### src/rtl/lobm_pkg.sv
// ----------------------------------------------------------------------------
// lobm_pkg: shared types and constants of the order book matcher
// Widths, command and status codes, and the slot record.
// ----------------------------------------------------------------------------
package lobm_pkg;

	localparam int BOOK_DEPTH = 64;
	localparam int PRICE_BITS = 16;
	localparam int QTY_BITS   = 24;
	localparam int ID_BITS    = 32;
	localparam int SLOT_BITS  = $clog2(BOOK_DEPTH);
	localparam int CNT_BITS   = $clog2(BOOK_DEPTH + 1);
	localparam int MAX_FILLS  = BOOK_DEPTH - 1;

	localparam logic [1:0] CMD_PLACE  = 2'd0;
	localparam logic [1:0] CMD_CANCEL = 2'd1;
	localparam logic [1:0] CMD_REDUCE = 2'd2;

	localparam logic [1:0] ST_OK      = 2'd0;
	localparam logic [1:0] ST_UNKNOWN = 2'd1;
	localparam logic [1:0] ST_FULL    = 2'd2;
	localparam logic [1:0] ST_ZERO    = 2'd3;

	localparam logic KIND_FILL    = 1'b0;
	localparam logic KIND_SUMMARY = 1'b1;

	typedef struct packed {
		logic                  side;
		logic [PRICE_BITS-1:0] price;
		logic [QTY_BITS-1:0]   qty;
		logic [ID_BITS-1:0]    ident;
	} slot_t;

endpackage

### src/rtl/lobm_slot_ram.sv
// ----------------------------------------------------------------------------
// lobm_slot_ram: order slot store
// One write port, one registered read port.
// ----------------------------------------------------------------------------
module lobm_slot_ram (
	input  logic                           clk,
	input  logic                           we,
	input  logic [lobm_pkg::SLOT_BITS-1:0] waddr,
	input  lobm_pkg::slot_t                wdata,
	input  logic [lobm_pkg::SLOT_BITS-1:0] raddr,
	output lobm_pkg::slot_t                rdata
);
	lobm_pkg::slot_t mem_q [lobm_pkg::BOOK_DEPTH];

	always_ff @(posedge clk) begin
		if (we) begin
			mem_q[waddr] <= wdata;
		end
		rdata <= mem_q[raddr];
	end
endmodule

### config.mk
export PLATFORM = sky130hd
export DESIGN_NAME = lobm_slot_ram
export DESIGN_NICKNAME = d
export VERILOG_FILES = /design/src/rtl/lobm_pkg.sv /design/src/rtl/lobm_slot_ram.sv
export SDC_FILE = /design/constraint.sdc
export NUM_CORES = 2
export LEC_CHECK = 0
export BUFFER_PORTS_ARGS = -buffer_cell sky130_fd_sc_hd__buf_2
export CAP_MARGIN = 20
export CORE_AREA = 2 2 588 590
export CTS_CLUSTER_SIZE = 25
export DETAILED_ROUTE_END_ITERATION = 6
export DIE_AREA = 0 0 590 592
export PLACE_DENSITY = 0.7
export SKIP_CTS_REPAIR_TIMING = 1
export SLEW_MARGIN = 20
export SYNTH_ARGS = -nofsm -noshare
export SYNTH_HDL_FRONTEND = slang
export SYNTH_MEMORY_MAX_BITS = 65536
export SYNTH_SLANG_ARGS = --single-unit
### constraint.sdc
create_clock -name clk -period 7.59 [get_ports clk]
set_clock_uncertainty 0.15 [all_clocks]
set_input_delay 1.518 -clock clk [delete_from_list [all_inputs] [get_ports clk]]
set_output_delay 1.518 -clock clk [all_outputs]
set_load 0.01 [all_outputs]
Word level (Yosys, flattened, before mapping):

Memories as Yosys holds them, arrays and structs flattened. A register that Yosys moved wholly into a read port is not among the register bits.
Cells that the tools add are included.

* add/subtract/negate cells: 0
* multipliers: 0
* div/mod/pow operators: 0
* order comparisons: 0
* equal/unequal tests: 0
* shift operators: 0
* mux-type cells: 2
* bitwise operators: 0
* reductions and logical operators: 0

Operators by type and width (count)
* 2-to-1 mux 1 bit: 2

* bits in registers: 0
* bits in latches: 0
* bits in writable memories: 4672
* bits in read-only memories: 0
* input port bits: 87
* output and inout bits: 73
* logic and storage cells: 3
* memories: 1

Memory list
* mem_q: words 64, bits a word 73, read ports 1, clocked after memory_dff 1, write ports 1, RTL line lobm_slot_ram.sv:13 `lobm_pkg::slot_t mem_q [lobm_pkg::BOOK_DEPTH];`

Logic depth before layout (Yosys ltp):

* word-level depth: 2
* mapped depth: 10
* depth with buffers taken out: 5

Worst setup path before layout:

OpenSTA, ideal clock, no wires.

* kind: input to register
* from: input port waddr[3] in the netlist's numbering
* to: memory mem_q[48][0] in the netlist's numbering (enable)
* setup time: 0.593 ns
* arrival time: 6.967 ns
* required time: 6.847 ns
* setup slack: -0.121 ns
* stages: 4
* path buffers: 1
* path through: clkbuf_1 -> nor2b_1 -> nand4b_1 -> nor3_1

RTL lines
* start, declared: RTL line lobm_slot_ram.sv:8 `input logic [lobm_pkg::SLOT_BITS-1:0] waddr,`
* end, declared: RTL line lobm_slot_ram.sv:13

Straight into the memory's write port.

==> run_results.csv <==
group,metric,value,unit
outcome,status,"complete, no violations",
clock_network,clock-root-buffer,"clkbuf_16",
yosys,synthAdderAreaFrac,0,
drt,drt_pass1_iterations,5,
worst_setup_path,criticalPathCategory,"in -> reg",
drt,wire_per_inst,38.8,um
yosys,synth_nets,7672,
worst_setup_path,cp-endpoint,"rdata[62]",
sta,period_minus_slack,4720,ps
worst_setup_path,critPathTopFamily,"simple AND/OR/NAND/NOR gates",
clock_network,insertion_delay,940,ps
yosys,yosysSeqAreaShare,0.798,
power_and_ir_drop,power.density,270,nW/um^2
worst_setup_path,worst_ep_arrival_time,5460,ps
worst_setup_path,critPathRequiredTime,8330,ps
clock_network,clock_sinks,4745,
worst_setup_path,slowest_delay,840,ps
grt,grt_max_degree,131,
placed_design,dp_hpwl,261,mm
drt,final_antenna_net_count,0,
power_and_ir_drop,leakage,61.6,nW
sta,rsz0062_at_grt,"no",
sta,drv_slew,0,
final_layout,drive_above_1_share,0.265,
drt,drtIter0Drc,14540,
yosys,synth_top_family_by_area,"multiplexers",
yosys,async_flop_share,0,
yosys,synth-seq-cells,4745,
grt,grt_pass1_vias,86819,
drt,remaining_drc_errors,0,
floorplan,fp.dieW,590,um
worst_setup_path,crit_path_end_kind,"flop",
yosys,synth_xor_area_frac,0,
run,cap_viol_max_count,0,
yosys,yosysWarningCount,0,
floorplan,die_area,349000,um^2
sta,max_clock_freq,0.212,GHz
power_and_ir_drop,peakVddDrop,0.221,mV
yosys,synth_compound_area_frac,0.0278,
sta,setup_ws,2870,ps
final_layout,fin_nets,8051,
sta,finalCritPeriodShare,0.622,
yosys,synth_simple_gate_area_frac,0.0128,
sta,final.setup.tns,0,ps
worst_setup_path,reg2reg_depth,5,
floorplan,rows,215,
yosys,syn_area_per_cell,23.4,um^2
grt,overflow,0,
yosys,synth_area,178000,um^2
yosys,yosys-mux-area-fraction,0.148,
worst_setup_path,path_buf_inv,3,
placed_design,port_buffers,159,
worst_setup_path,cp_cell_sequence,"buf_4, nor2b_4, buf_4, nand2_4, buf_4, o22ai_1, nor4_1, o22a_1",
drt,vias,89005,
final_layout,syn_to_final_growth,12.5,%
final_layout,fillers,23546,
yosys,synthFlopType,"edfxtp_1",
floorplan,start_util,0.518,
grt,antenna_found_initial,45,
sta,relSlewSlack,0.183,
sta,tightest_slew,1230,ps
worst_setup_path,crit_start,"raddr[3]",
worst_setup_path,worstReg2RegEnd,"rdata[50]",
worst_setup_path,critPathLaunchType,"primary input",
yosys,synth_edf_count,4672,
floorplan,ios,160,
clock_network,cts_buffers,448,
worst_setup_path,r2r_start,"mem_q[48][50]",
floorplan,core_area,342000,um^2
grt,track_usage,0.287,
yosys,synth.distinct_cells,39,
clock_network,clk_pin_slew_worst_paths,60,ps
floorplan,die_h,592,um
placed_design,preCtsSetupSlack,2220,ps
clock_network,cts_tree,"yes",
final_layout,stdcell_count,12966,
clock_network,cts_buffer_depth,4,
worst_setup_path,reg2reg_slack,5360,ps
drt,drt_wl_total,502,mm
grt,grt_pass1_wl,692,mm
worst_setup_path,crit_cells,8,
yosys,synthCells,7585,
worst_setup_path,crit_fanout,31,
sta,setup_viol,0,
sta,hold_violations,0,
placed_design,place_congestion,0.806,
clock_network,htreeDepth,5,
placed_design,placed_cells,12069,
worst_setup_path,critPathMostFrequentCell,"buf_4",
worst_hold_path,hold_path_class,"reg -> reg",
worst_setup_path,crit_path_top_delay_cell,"nand2_4",
drt,viasPerCell,6.86,
[stage by stage]
stage	power, mW	utilization	hold WS (ps)	area, um^2
detailed placement	32.2	0.540	649	185000
finish	54.0	0.583	667	200000
global route	55.2	0.583	689	200000
CTS	54.1	0.582	663	199000
floorplan	31.0	-	544	178000
global placement	32.1	0.540	627	185000
[where the power goes]
| group | leakage, nW | switching [mW] | internal (mW) |
|---|---|---|---|
| Sequential | 42.6 | 0.171 | 29.0 |
| Combinational | 11.8 | 1.61 | 0.873 |
| Clock | 7.13 | 9.55 | 12.7 |
| Total | 61.6 | 11.3 | 42.6 |
[layout by cell type, fill, tap and decap left out, drive strengths merged, types with 59 or more instances in the layout]
cell,n
edfxtp,4672
mux4,1109
clkbuf,568
o22ai,385
buf,368
clkinv,199
mux2i,135
a211oi,114
nor3,106
nor2b,91
nor2,89
dfxtp,73
a22oi,69
diode,65
o22a,59
nor4,59
[cell type report]
| type | count | area [um^2] | share of cell area |
|---|---|---|---|
| well taps | 4557 | 5700 | 0.0286 |
| multi-input cells | 2400 | 34200 | 0.171 |
| clock buffers | 568 | 12000 | 0.0602 |
| clock inverters | 262 | 2520 | 0.0126 |
| repair buffers | 368 | 3360 | 0.0168 |
| inverters | 1 | 5.00 | 0.0000251 |
| diodes | 65 | 163 | 0.000814 |
| flip-flops and latches | 4745 | 142000 | 0.710 |
[worst register-to-register path: cells and delay by family, from the launching register on]
kind,cells,cell delay [ps]
compound gates,2,840
mux,1,450
flops,1,370
simple gates,2,340
[registers in the layout, indices dropped and copies added, names as in the netlist]
register,count
rdata,73
mem_q,4672
[synth_stat cells, types with 64 or more instances]
cell type	n	area share
mux4_2	1109	0.14
buf_2	102	0.0029
a22oi_1	69	0.0029
a211oi_1	114	0.0048
o22ai_1	385	0.014
dfxtp_1	73	0.0082
nor3_1	106	0.0030
clkbuf_1	214	0.0045
nor2_1	88	0.0019
edfxtp_1	4672	0.79
nor2b_1	91	0.0032
buf_4	64	0.0027
mux2i_1	135	0.0076
[worst min-delay path by stage]
stage	startpoint	end	slack (ps)	depth (start not counted)
CTS	mem_q[0][72]	rdata[72]	660	3
finish	mem_q[0][72]	rdata[72]	670	3
floorplan	mem_q[4][72]	rdata[72]	540	3
detailed placement	mem_q[0][72]	rdata[72]	650	3
global route	mem_q[0][72]	rdata[72]	690	3
global placement	mem_q[5][72]	rdata[72]	630	3
[kinds of logic after synthesis]
| group | count (synthesis) |
|---|---|
| AOI/OAI and AO/OA | 717 |
| buffers and inverters | 440 |
| DFF | 4745 |
| muxes | 1246 |
| and+or+nand+nor | 437 |
[layer usage]
metal / wire [um] / track usage / up-vias
met1: 179000 / 0.395 / 47509
met5: 69 / 0 / -
met4: 19400 / 0.107 / 12
met3: 65300 / 0.0709 / 1019
met2: 239000 / 0.448 / 6798
li1: - / - / 33667
Note: power is estimated with default switching activity, not from simulation.
